--- src/rtl/smo_pkg.sv ---
`timescale 1ns / 1ps
// ----------------------------------------------------------------------------
// smo_pkg: shared types and constants for the sliding mode back-EMF observer
// Item structs, sequencer step codes, unit opcodes, register indexes, resets.
// ----------------------------------------------------------------------------
package smo_pkg;

   // Q16.16 one and its bounds for the switching decision
   localparam logic [16:0]        QOne     = 17'd65536;
   localparam logic signed [31:0] ErrHigh  = 32'sh0001_0000;
   localparam logic signed [31:0] ErrLow   = -32'sh0001_0000;

   // Register reset values
   localparam logic [30:0] ResetSamplePeriod = 31'd6;
   localparam logic [30:0] ResetResistance   = 31'd65536;
   localparam logic [30:0] ResetInvInduct    = 31'd65536;
   localparam logic [30:0] ResetGain         = 31'd65536;
   localparam logic [16:0] ResetFilterFactor = 17'd655;

   // Register indexes
   localparam logic [2:0] CSR_SAMPLE_PERIOD = 3'd0;
   localparam logic [2:0] CSR_RESISTANCE    = 3'd1;
   localparam logic [2:0] CSR_INV_INDUCT    = 3'd2;
   localparam logic [2:0] CSR_GAIN          = 3'd3;
   localparam logic [2:0] CSR_ALPHA_FACTOR  = 3'd4;
   localparam logic [2:0] CSR_BETA_FACTOR   = 3'd5;

   // Sequencer steps; ST_RL through ST_FB advance by one
   localparam logic [3:0] ST_IDLE  = 4'd0;
   localparam logic [3:0] ST_RL    = 4'd1;   // R * 1/L
   localparam logic [3:0] ST_DROP  = 4'd2;   // (R/L) * est
   localparam logic [3:0] ST_DIFF  = 4'd3;   // volt - emf
   localparam logic [3:0] ST_DRIVE = 4'd4;   // (volt - emf) * 1/L
   localparam logic [3:0] ST_SUB   = 4'd5;   // drive - drop
   localparam logic [3:0] ST_DELTA = 4'd6;   // Ts * (drive - drop)
   localparam logic [3:0] ST_EST   = 4'd7;   // est += delta
   localparam logic [3:0] ST_ERR   = 4'd8;   // est - meas
   localparam logic [3:0] ST_SW    = 4'd9;   // switching emf
   localparam logic [3:0] ST_FA    = 4'd10;  // emf * f
   localparam logic [3:0] ST_FB    = 4'd11;  // lpf * (1 - f)
   localparam logic [3:0] ST_LPF   = 4'd12;  // lpf = sum
   localparam logic [3:0] ST_OUT   = 4'd13;  // hand result to output register

   // Shared unit opcodes
   localparam logic [1:0] OP_MUL = 2'd0;
   localparam logic [1:0] OP_ADD = 2'd1;
   localparam logic [1:0] OP_SUB = 2'd2;
   localparam logic [1:0] OP_SAT = 2'd3;

   typedef struct packed {
      logic signed [31:0] volt_alpha;
      logic signed [31:0] volt_beta;
      logic signed [31:0] meas_current_alpha;
      logic signed [31:0] meas_current_beta;
   } req_type;

   typedef struct packed {
      logic signed [31:0] emf_alpha_filtered;
      logic signed [31:0] emf_beta_filtered;
      logic signed [31:0] est_current_alpha;
      logic signed [31:0] est_current_beta;
   } rsp_type;

   typedef struct packed {
      logic [3:0] step;
      logic       axis;      // 0 alpha, 1 beta
      logic [1:0] op;
      logic       load_out;
   } ctrl_type;

endpackage

--- src/rtl/smo_alu.sv ---
`timescale 1ns / 1ps
// ----------------------------------------------------------------------------
// smo_alu: shared arithmetic unit
// Q16.16 multiply (floor shift, wrap), add, subtract and the saturating
// switching term; result is captured by the caller's registers.
// ----------------------------------------------------------------------------
module smo_alu (
   input  logic [1:0]         op,
   input  logic signed [31:0] opa,
   input  logic signed [31:0] opb,
   output logic signed [31:0] res
);

   logic signed [63:0] prod;

   // full product; bits 47:16 are the floor-shifted, wrapped Q16.16 result
   assign prod = 64'(opa) * 64'(opb);

   always_comb begin
      case (op)
         smo_pkg::OP_MUL: res = prod[47:16];
         smo_pkg::OP_ADD: res = opa + opb;
         smo_pkg::OP_SUB: res = opa - opb;
         smo_pkg::OP_SAT: begin
            // opa is the gain, opb the current error; magnitude one stays linear
            if (opb > smo_pkg::ErrHigh) res = opa;
            else if (opb < smo_pkg::ErrLow) res = -opa;
            else res = prod[47:16];
         end
         default: res = prod[47:16];
      endcase
   end

endmodule

--- src/rtl/smo_seq.sv ---
`timescale 1ns / 1ps
// ----------------------------------------------------------------------------
// smo_seq: step sequencer
// Walks one item through the shared unit: the R/L product once, then eleven
// steps per axis, then waits for the output register to free up.
// ----------------------------------------------------------------------------
module smo_seq (
   input  logic                clock,
   input  logic                reset,
   input  logic                req_valid,
   input  logic                out_free,
   output logic                busy,
   output smo_pkg::ctrl_type   ctrl
);

   logic [3:0] step_ff, step_in;
   logic       axis_ff, axis_in;

   // next step
   always_comb begin
      step_in = step_ff;
      axis_in = axis_ff;
      case (step_ff)
         smo_pkg::ST_IDLE: begin
            if (req_valid) begin
               step_in = smo_pkg::ST_RL;
               axis_in = 1'b0;
            end
         end
         smo_pkg::ST_LPF: begin
            if (!axis_ff) begin
               axis_in = 1'b1;
               step_in = smo_pkg::ST_DROP;
            end else begin
               step_in = smo_pkg::ST_OUT;
            end
         end
         smo_pkg::ST_OUT: begin
            if (out_free) begin
               step_in = smo_pkg::ST_IDLE;
               axis_in = 1'b0;
            end
         end
         default: begin
            if (step_ff inside {[smo_pkg::ST_RL:smo_pkg::ST_FB]}) step_in = step_ff + 4'd1;
            else step_in = smo_pkg::ST_IDLE;
         end
      endcase
   end

   always_ff @(posedge clock) begin
      if (reset) begin
         step_ff <= smo_pkg::ST_IDLE;
         axis_ff <= 1'b0;
      end else begin
         step_ff <= step_in;
         axis_ff <= axis_in;
      end
   end

   // opcode per step
   always_comb begin
      ctrl.step     = step_ff;
      ctrl.axis     = axis_ff;
      ctrl.load_out = (step_ff == smo_pkg::ST_OUT) && out_free;
      case (step_ff)
         smo_pkg::ST_DIFF,
         smo_pkg::ST_SUB,
         smo_pkg::ST_ERR: ctrl.op = smo_pkg::OP_SUB;
         smo_pkg::ST_EST,
         smo_pkg::ST_LPF: ctrl.op = smo_pkg::OP_ADD;
         smo_pkg::ST_SW:  ctrl.op = smo_pkg::OP_SAT;
         default:         ctrl.op = smo_pkg::OP_MUL;
      endcase
   end

   assign busy = (step_ff != smo_pkg::ST_IDLE);

endmodule

--- src/rtl/sliding_mode_back_emf_observer.sv ---
`timescale 1ns / 1ps
// ----------------------------------------------------------------------------
// sliding_mode_back_emf_observer: alpha/beta back-EMF observer, Q16.16
// Forward-Euler current model, saturated switching term, first-order
// low-pass on the back-EMF; one result item per input item.
//
//   channel  ports                               direction  handshake
//   req      req_valid req_stall req_data        in         valid / stall
//   rsp      rsp_valid rsp_stall rsp_data        out        valid / stall
//   csr      csr_valid csr_ready csr_index/data  in         valid / ready
//
// From accept to the next possible accept, an item runs 23 operations
// through the single shared multiply/add unit (R/L once, eleven per axis),
// then the output step that loads the output register and the idle step
// in which the next item is taken.
// Reset is synchronous: registers return to defaults, estimates clear to zero.
// A stalled result holds the last step until the output register frees up;
// req_stall is high for the whole time an item is being worked on.
// ----------------------------------------------------------------------------
module sliding_mode_back_emf_observer (
   input  logic              clock,
   input  logic              reset,
   input  logic              req_valid,
   output logic              req_stall,
   input  smo_pkg::req_type  req_data,
   output logic              rsp_valid,
   input  logic              rsp_stall,
   output smo_pkg::rsp_type  rsp_data,
   input  logic              csr_valid,
   output logic              csr_ready,
   input  logic [2:0]        csr_index,
   input  logic [31:0]       csr_data
);

   smo_pkg::ctrl_type ctrl;
   logic              busy;
   logic              out_free;

   // configuration registers
   logic [30:0] ts_ff, res_ff, invl_ff, gain_ff;
   logic [16:0] fa_ff, fb_ff;

   // observer state
   logic signed [31:0] est_a_ff, est_b_ff, lpf_a_ff, lpf_b_ff;

   // working registers
   smo_pkg::req_type   req_ff;
   logic signed [31:0] rl_ff, acc_ff, tmp_ff;

   // output register
   logic               rsp_valid_ff;
   smo_pkg::rsp_type   rsp_data_ff;

   // operand selection
   logic signed [31:0] est_sel, lpf_sel, volt_sel, meas_sel;
   logic [16:0]        f_raw, f_clamp, f_comp;
   logic signed [31:0] opa, opb, alu_res;

   smo_seq u_seq (
      .clock     (clock),
      .reset     (reset),
      .req_valid (req_valid),
      .out_free  (out_free),
      .busy      (busy),
      .ctrl      (ctrl)
   );

   smo_alu u_alu (
      .op  (ctrl.op),
      .opa (opa),
      .opb (opb),
      .res (alu_res)
   );

   assign req_stall = busy;
   assign csr_ready = 1'b1;
   assign out_free  = !rsp_valid_ff || !rsp_stall;

   // configuration writes; unknown indexes are dropped
   always_ff @(posedge clock) begin
      if (reset) begin
         ts_ff   <= smo_pkg::ResetSamplePeriod;
         res_ff  <= smo_pkg::ResetResistance;
         invl_ff <= smo_pkg::ResetInvInduct;
         gain_ff <= smo_pkg::ResetGain;
         fa_ff   <= smo_pkg::ResetFilterFactor;
         fb_ff   <= smo_pkg::ResetFilterFactor;
      end else if (csr_valid && csr_ready) begin
         case (csr_index)
            smo_pkg::CSR_SAMPLE_PERIOD: ts_ff   <= csr_data[30:0];
            smo_pkg::CSR_RESISTANCE:    res_ff  <= csr_data[30:0];
            smo_pkg::CSR_INV_INDUCT:    invl_ff <= csr_data[30:0];
            smo_pkg::CSR_GAIN:          gain_ff <= csr_data[30:0];
            smo_pkg::CSR_ALPHA_FACTOR:  fa_ff   <= csr_data[16:0];
            smo_pkg::CSR_BETA_FACTOR:   fb_ff   <= csr_data[16:0];
            default: ;
         endcase
      end
   end

   // per-axis views
   assign est_sel  = ctrl.axis ? est_b_ff : est_a_ff;
   assign lpf_sel  = ctrl.axis ? lpf_b_ff : lpf_a_ff;
   assign volt_sel = ctrl.axis ? req_ff.volt_beta : req_ff.volt_alpha;
   assign meas_sel = ctrl.axis ? req_ff.meas_current_beta : req_ff.meas_current_alpha;

   // filter weight limited to one, and its complement
   assign f_raw   = ctrl.axis ? fb_ff : fa_ff;
   assign f_clamp = (f_raw > smo_pkg::QOne) ? smo_pkg::QOne : f_raw;
   assign f_comp  = smo_pkg::QOne - f_clamp;

   // operands of the shared unit
   always_comb begin
      case (ctrl.step)
         smo_pkg::ST_RL: begin
            opa = {1'b0, res_ff};
            opb = {1'b0, invl_ff};
         end
         smo_pkg::ST_DROP: begin
            opa = rl_ff;
            opb = est_sel;
         end
         smo_pkg::ST_DIFF: begin
            opa = volt_sel;
            opb = lpf_sel;
         end
         smo_pkg::ST_DRIVE: begin
            opa = tmp_ff;
            opb = {1'b0, invl_ff};
         end
         smo_pkg::ST_SUB: begin
            opa = tmp_ff;
            opb = acc_ff;
         end
         smo_pkg::ST_DELTA: begin
            opa = {1'b0, ts_ff};
            opb = tmp_ff;
         end
         smo_pkg::ST_EST: begin
            opa = est_sel;
            opb = tmp_ff;
         end
         smo_pkg::ST_ERR: begin
            opa = est_sel;
            opb = meas_sel;
         end
         smo_pkg::ST_SW: begin
            opa = {1'b0, gain_ff};
            opb = tmp_ff;
         end
         smo_pkg::ST_FA: begin
            opa = tmp_ff;
            opb = {15'd0, f_clamp};
         end
         smo_pkg::ST_FB: begin
            opa = lpf_sel;
            opb = {15'd0, f_comp};
         end
         smo_pkg::ST_LPF: begin
            opa = acc_ff;
            opb = tmp_ff;
         end
         default: begin
            opa = tmp_ff;
            opb = acc_ff;
         end
      endcase
   end

   // observer state write-back
   always_ff @(posedge clock) begin
      if (reset) begin
         est_a_ff <= '0;
         est_b_ff <= '0;
         lpf_a_ff <= '0;
         lpf_b_ff <= '0;
      end else begin
         if (ctrl.step == smo_pkg::ST_EST) begin
            if (ctrl.axis) est_b_ff <= alu_res;
            else est_a_ff <= alu_res;
         end
         if (ctrl.step == smo_pkg::ST_LPF) begin
            if (ctrl.axis) lpf_b_ff <= alu_res;
            else lpf_a_ff <= alu_res;
         end
      end
   end

   // input capture and intermediate results
   always_ff @(posedge clock) begin
      if (req_valid && !req_stall) req_ff <= req_data;
      case (ctrl.step)
         smo_pkg::ST_RL: rl_ff <= alu_res;
         smo_pkg::ST_DROP,
         smo_pkg::ST_FA: acc_ff <= alu_res;
         smo_pkg::ST_DIFF,
         smo_pkg::ST_DRIVE,
         smo_pkg::ST_SUB,
         smo_pkg::ST_DELTA,
         smo_pkg::ST_ERR,
         smo_pkg::ST_SW,
         smo_pkg::ST_FB: tmp_ff <= alu_res;
         default: ;
      endcase
   end

   // output register
   always_ff @(posedge clock) begin
      if (reset) begin
         rsp_valid_ff <= 1'b0;
      end else if (ctrl.load_out) begin
         rsp_valid_ff <= 1'b1;
      end else if (!rsp_stall) begin
         rsp_valid_ff <= 1'b0;
      end
   end

   always_ff @(posedge clock) begin
      if (ctrl.load_out) begin
         rsp_data_ff.emf_alpha_filtered <= lpf_a_ff;
         rsp_data_ff.emf_beta_filtered  <= lpf_b_ff;
         rsp_data_ff.est_current_alpha  <= est_a_ff;
         rsp_data_ff.est_current_beta   <= est_b_ff;
      end
   end

   assign rsp_valid = rsp_valid_ff;
   assign rsp_data  = rsp_data_ff;

   // a new result appears only out of the final step
   a_rsp_from_out: assert property (@(posedge clock) disable iff (reset)
      $rose(rsp_valid_ff) |-> $past(ctrl.step == smo_pkg::ST_OUT))
      else $error("result raised outside the output step");

   // an accepted item starts with the R/L product on the alpha axis
   a_start_step: assert property (@(posedge clock) disable iff (reset)
      (req_valid && !req_stall) |=> (ctrl.step == smo_pkg::ST_RL && !ctrl.axis))
      else $error("accepted item did not start the sequence");

   // the beta pass never covers the shared R/L step or idle
   a_axis_steps: assert property (@(posedge clock) disable iff (reset)
      ctrl.axis |-> (ctrl.step != smo_pkg::ST_RL && ctrl.step != smo_pkg::ST_IDLE))
      else $error("beta axis flag outside the per-axis steps");

   // no new result loads while an unaccepted one is held
   a_no_overwrite: assert property (@(posedge clock) disable iff (reset)
      (rsp_valid_ff && rsp_stall) |-> !ctrl.load_out)
      else $error("held result overwritten");

endmodule

--- config.mk ---
export PLATFORM = sky130hd
export DESIGN_NAME = sliding_mode_back_emf_observer
export DESIGN_NICKNAME = d
export VERILOG_FILES = /design/src/rtl/smo_pkg.sv /design/src/rtl/smo_alu.sv /design/src/rtl/smo_seq.sv /design/src/rtl/sliding_mode_back_emf_observer.sv
export SDC_FILE = /design/constraint.sdc
export NUM_CORES = 2
export LEC_CHECK = 0
export BUFFER_PORTS_ARGS = -buffer_cell sky130_fd_sc_hd__buf_2
export CAP_MARGIN = 5
export CELL_PAD_IN_SITES_DETAIL_PLACEMENT = 1
export CELL_PAD_IN_SITES_GLOBAL_PLACEMENT = 2
export CORE_UTILIZATION = 37
export CTS_CLUSTER_DIAMETER = 80
export DETAILED_ROUTE_END_ITERATION = 7
export PLACE_DENSITY_LB_ADDON = 0.1
export SYNTH_ARGS = -nofsm -noshare
export SYNTH_HDL_FRONTEND = slang
export SYNTH_SLANG_ARGS = --single-unit
--- constraint.sdc ---
create_clock -name clock -period 11 [get_ports clock]
set_clock_uncertainty 0.05 [all_clocks]
set_input_delay 1.1 -clock clock [delete_from_list [all_inputs] [get_ports clock]]
set_output_delay 1.1 -clock clock [all_outputs]
set_load 0.02 [all_outputs]
==> After elaboration in Yosys (flattened, before gate mapping) <==
Cells that the tools add are included.
Widths: inputs -> output; s select.
{ "totals": {"reg_bits": 644, "inputBits": 168, "output_inout_bits": 131} }
{ "classes": {"addsub": 5, "n_mul": 1, "magnitude_cmp": 5, "eq_ne": 24, "mux": 22, "n_bitwise": 1, "reduce_logical": 31} }
{ "op_table": {"columns": ["cell", "n"], "rows": [
  ["$pmux 32 s8", 1],
  ["$pmux 32 s7", 1],
  ["$mux 32", 6],
  ["$pmux 32 s4", 1],
  ["$mul 32x32->48", 1],
  ["$mux 17", 2],
  ["$add 32x32->32", 1],
  ["$gt 32x18->1 const B", 1],
  ["$lt 32x17->1 const B", 1],
  ["$neg 32->32", 1],
  ["$sub 32x32->32", 1],
  ["$eq 4x4->1 const B", 6],
  ["$reduce_and 2->1", 11],
  ["$gt 17x17->1 const B", 1],
  ["$sub 17x17->17 const A", 1],
  ["$eq 4x3->1 const B", 4],
  ["$mux 4", 4],
  ["$pmux 4 s3", 1],
  ["$eq 4x2->1 const B", 2],
  ["$reduce_or 2->1", 4],
  ["$reduce_or 7->1", 1],
  ["$eq 3x2->1 const B", 2],
  ["$eq 3x3->1 const B", 2],
  ["$pmux 2 s3", 1],
  ["other kinds (23)", 32]
]} }

==> Longest topological paths before layout <==
{ "depth": {"depth_word": 9, "depth_mapped": 44} }

==> Modules after synthesis <==
A second synthesis with hierarchy kept.
{ "hier_totals": {"hier_cells": 6232, "hier_area_um2": 58711.3} }
{ "by_module_without_submodules": {"columns": ["mod", "n_inst", "cells_each", "area_per_inst_um2", "seq_area_each_um2"], "rows": [
  ["smo_alu", 1, 3804, 32646.3, 0.0],
  ["sliding_mode_back_emf_observer", 1, 2376, 25644.6, 16315.6],
  ["smo_seq", 1, 52, 420.4, 100.1]
]} }

==> Worst setup path after synthesis <==
No wires, ideal clock.
{ "synth_timing": {"kind": "flip-flop to flip-flop", "startpoint": "reg u_seq.step_ff[1]", "endpoint": "reg acc_ff[29], data pin", "setup_ns": 0.285, "arrival_time_ns": 11.780, "required_time_ns": 10.665, "setup_slack_ns": -1.115, "path_stages_with_launch": 37, "path_buffers": 4, "path_cell_list": "dfxtp_1 -> inv_1 -> ha_1 -> buf_2 -> nor3b_1 -> a22o_1 -> a21oi_1 -> and4_1 -> clkbuf_1 -> inv_1 -> clkbuf_1 -> clkbuf_1 -> nand2_1 -> fa_1 -> inv_1 -> fa_1 -> inv_1 -> fa_1 -> fa_1 -> fa_1 -> inv_1 -> fa_1 -> fa_1 -> fa_1 -> ha_1 -> a21o_1 -> a21o_1 -> a21o_1 -> a21o_1 -> a21oi_1 -> o21ai_0 -> a221o_1 -> a21oi_1 -> o21ai_0 -> xor2_1 -> a222oi_1 -> inv_1"} }
{ "synth_between": {"elab_chain_cells": 7, "elab_cells_between_ends": 33} }
{ "synth_lines": {"columns": ["item", "line_no", "text"], "rows": [
  ["start, declared", "smo_seq.sv:16", "logic [3:0] step_ff, step_in;"],
  ["start signal, assigned", "smo_seq.sv:53", "step_ff <= smo_pkg::ST_IDLE;"],
  ["start signal, assigned", "smo_seq.sv:56", "step_ff <= step_in;"],
  ["$eq 4x3->1, or another cell as far along", "smo_seq.sv:66, sliding_mode_back_emf_observer.sv:114", null],
  ["$reduce_or 4->1 (no source line) / $reduce_or 2->1 (equally long branches)", null, null],
  ["$pmux 32 s7 / $pmux 32 s8 (equally long branches)", "sliding_mode_back_emf_observer.sv:114", "case (ctrl.step)"],
  ["$mul 32x32->48, or another cell as far along", "smo_alu.sv:17", "assign prod = 64'(opa) * 64'(opb);"],
  ["$mux 32", "smo_alu.sv:27", "else if (opb < smo_pkg::ErrLow) res = -opa;"],
  ["$mux 32", "smo_alu.sv:26", "if (opb > smo_pkg::ErrHigh) res = opa;"],
  ["$pmux 32 s4 (*)", "smo_alu.sv:20", "case (op)"],
  ["net alu_res[29]", "sliding_mode_back_emf_observer.sv:57", "logic signed [31:0] opa, opb, alu_res;"],
  ["end signal, assigned", "sliding_mode_back_emf_observer.sv:195", "smo_pkg::ST_FA: acc_ff <= alu_res;"],
  ["end, declared", "sliding_mode_back_emf_observer.sv:48", "logic signed [31:0] rl_ff, acc_ff, tmp_ff;"]
]} }
The timed path passes the listed nets; every way through them passes the cells marked *.
A chain may end at the register's enable or synchronous reset.

==> Worst setup path after layout <==
{ "layout_timing": {"startpoint": "reg u_seq.axis_ff", "endpoint": "reg est_b_ff[22]"} }
{ "layout_between": {"elab_chain_cells": 9, "elab_cells_between_ends": 20} }
{ "layout_lines": {"columns": ["item", "line_no", "text"], "rows": [
  ["start, declared", "smo_seq.sv:17", "logic axis_ff, axis_in;"],
  ["start signal, assigned", "smo_seq.sv:57", "axis_ff <= axis_in;"],
  ["$mux 17", "sliding_mode_back_emf_observer.sv:108", "assign f_raw = ctrl.axis ? fb_ff : fa_ff;"],
  ["$gt 17x17->1", "sliding_mode_back_emf_observer.sv:109", "assign f_clamp = (f_raw > smo_pkg::QOne) ? smo_pkg::QOne : f_raw;"],
  ["$mux 17", "sliding_mode_back_emf_observer.sv:109", null],
  ["$sub 17x17->17", "sliding_mode_back_emf_observer.sv:110", "assign f_comp = smo_pkg::QOne - f_clamp;"],
  ["$pmux 32 s7", "sliding_mode_back_emf_observer.sv:114", null],
  ["$mul 32x32->48 / $lt 32x17->1 (equally long branches)", "smo_alu.sv:17, smo_alu.sv:27", null],
  ["$mux 32", "smo_alu.sv:27", null],
  ["$mux 32", "smo_alu.sv:26", null],
  ["$pmux 32 s4", "smo_alu.sv:20", null],
  ["end signal, assigned", "sliding_mode_back_emf_observer.sv:179", "if (ctrl.axis) est_b_ff <= alu_res;"],
  ["end, declared", "sliding_mode_back_emf_observer.sv:44", "logic signed [31:0] est_a_ff, est_b_ff, lpf_a_ff, lpf_b_ff;"]
]} }
Parallel ways exist; a longest one is shown, timed or not.

==> impl_metrics.yaml <==
sta:
  max-slew-margin-rel: 0.1693
  fin_crit_ns: 10.64
  worst_slew_pin_slew_ns: 1.241
  max_freq_mhz: 93.95
  timing.final.crit_share: 0.9676
  setup_viol: 0
  worst_slack_ns: 0.3559
  hold_violations: 0
  maxSlewViolCount: 0
grt:
  grt_pass1_wl_um: 365200
  grt_antenna_before_repair: 13
  gr-total-overflow: 0
  grt_max_degree: 71
  track_usage: 0.3181
  first_global_vias: 51460
job:
  drv_cap: 0
place:
  hpwl_um: 200200
  placed_area_um2: 65810
  globalplace.congestion: 0.9369
  pre_cts_ws_ns: -0.08757
  portBuffers: 296
critical_path:
  critPathLaunchType: "register"
  r2r_end: "est_b_ff[22]"
  setup.worst_path.class: "register to register"
  required_ns: 11.44
  timing.rr.start: "u_seq.axis_ff"
  critPathBufInv: 12
  cp_slowest_stage_delay_ns: 0.60
  path_delay_family: "adder cells"
  reg2reg_slack_ns: 0.36
  endpoint_kind: "register"
  arrival_ns: 11.09
  crit_path_max_fanout: 24
  worstRegToRegCells: 39
  cp_slowest_cell: "fa_1"
  cp_common_cell: "fa_1"
  worst-path-stages: 39
hold_path:
  whs_endpoint: "rsp_data[48]"
  worstHoldStart: "est_a_ff[16]"
  hold_path_class: "register to register"
  min_path_cells: 0
clocking:
  cts-root-buf: "clkbuf_16"
  cts.clk_slew.worst_paths_ns: 0.07
  cts_buffers: 68
  htree_levels: 3
  clkLatencyLatePin_ns: 0.70
  clock-sinks: 644
  cts_max_path_buffers: 3
  ctsHoldBuffers: 0
  cts_tree: "yes"
routing:
  wl_per_cell_um: 28.92
  drt_wl_total_um: 253100
  ant_nets: 0
  drt_first_pass_iters: 6
  num_vias: 48530
  drtIter0Drc: 3734
  post_drt_via_cell_ratio: 5.547
  drc: 0
layout:
  fin_util: 0.4388
  area_growth_pct: 17.55
  nets: 7844
  design_area_um2: 68630
  drive_above_1_share: 0.1664
yosys:
  synth_area_per_cell_um2: 9.520
  ys_types: 108
  syn_area_um2: 58380
  async_flop_share: 0
  synth_edf_count: 352
  synthCells: 6132
  ys_seq_area_frac: 0.2812
  syn-num-nets: 7343
  ys_warn_count: 0
  ys.flop_type: "edfxtp_1"
  synth-seq-cells: 644
die:
  num_rows: 145
  initial_core_util: 0.3733
  core_area_um2: 156400
  dieArea_um2: 159400
  die_w_um: 399.2
  num_io_pins: 299
  die_h_um: 399.2
run_status:
  status: "finished clean"
## timing repair
action	CTS	global route
setup endpoints to repair	22	90
hold endpoints to repair	0	0
setup buffers	1	16
pin swaps	1	16
resized for setup	4	63
cloned	0	3
## layer usage
layer / up-vias / global-route usage / routed length, um
li1: 20990 / - / -
met1: 25560 / 0.4363 / 109700
met2: 1634 / 0.5178 / 118100
met3: 336 / 0.04480 / 16010
met4: 8 / 0.1006 / 9173
met5: - / 0 / 35
## how the worst max path moves through the flow
stage                           startpoint      endpoint
after global routing         u_seq.axis_ff    acc_ff[16]
after CTS                    u_seq.axis_ff  est_a_ff[31]
final                        u_seq.axis_ff  est_b_ff[22]
after floorplan           u_seq.step_ff[1]    acc_ff[29]
after global placement       u_seq.axis_ff  est_a_ff[31]
after detailed placement     u_seq.axis_ff  est_a_ff[31]
## sequential cells by signal (all words and copies together), names as in the netlist, 31 cells and up
signal    flops
est_b_ff     32
lpf_a_ff     32
ts_ff        31
est_a_ff     32
rl_ff        32
lpf_b_ff     32
req_ff      128
res_ff       31
invl_ff      31
gain_ff      31
rsp_data    128
tmp_ff       32
acc_ff       32
## metrics by stage
step,std cells,setup TNS [ns],hold WS [ns]
after floorplan,6132,0,0.3678
after global placement,8601,0,0.3836
after detailed placement,8601,-0.4617,0.3923
after CTS,8728,0,0.4021
after global routing,8748,-0.03034,0.4102
final,8750,0,0.4040
## layout by cell type, fill, tap and decap left out, drive strengths merged, types with 122 or more instances in the layout
cell and count:
inv 802, a21oi 336, fa 839, ha 204
edfxtp 352, nand2 976, o21ai 163, dfxtp 292
nor2 582, buf 828, mux2i 122
## synthesized netlist by cell type, drive strengths merged (45+ instances only)
library cell | instances | area, um^2
a211oi | 53 | 427.9
a21oi | 336 | 1697
buf | 109 | 598.1
clkbuf | 291 | 1092
dfxtp | 292 | 5846
edfxtp | 352 | 10570
fa | 839 | 16800
ha | 204 | 2552
inv | 797 | 2992
mux2i | 122 | 1221
nand2 | 976 | 3664
nand2b | 57 | 356.6
nand3 | 99 | 500.5
nor2 | 582 | 2185
nor3 | 45 | 256.5
o21ai | 163 | 827.1
o22ai | 65 | 406.6
xnor2 | 107 | 937.2
## cells by family after synthesis
kind of cell               count (synthesis)  share of synthesized area
muxes                                    162                    0.02876
AOI/OAI and AO/OA                        987                     0.1137
and+or+nand+nor                         1950                     0.1418
DFF                                      644                     0.2812
xor gates and xnor gates                 144                    0.02255
buffers and inverters                   1201                    0.08046
other                                      1                 0.00006424
adders and majority gates               1043                     0.3314
## layout make-up
type,count,area (um^2)
diodes,3,7.507
well taps,2058,2575
fillers,17780,87760
clock inverters,26,299.0
clock buffers,100,1913
flip-flops and latches,644,16420
multi-input cells,4287,37820
repair buffers,831,6574
inverters,801,3012
Power is not shown: default switching activity piles up to over one toggle a cycle in this logic, so the estimate is an artifact.
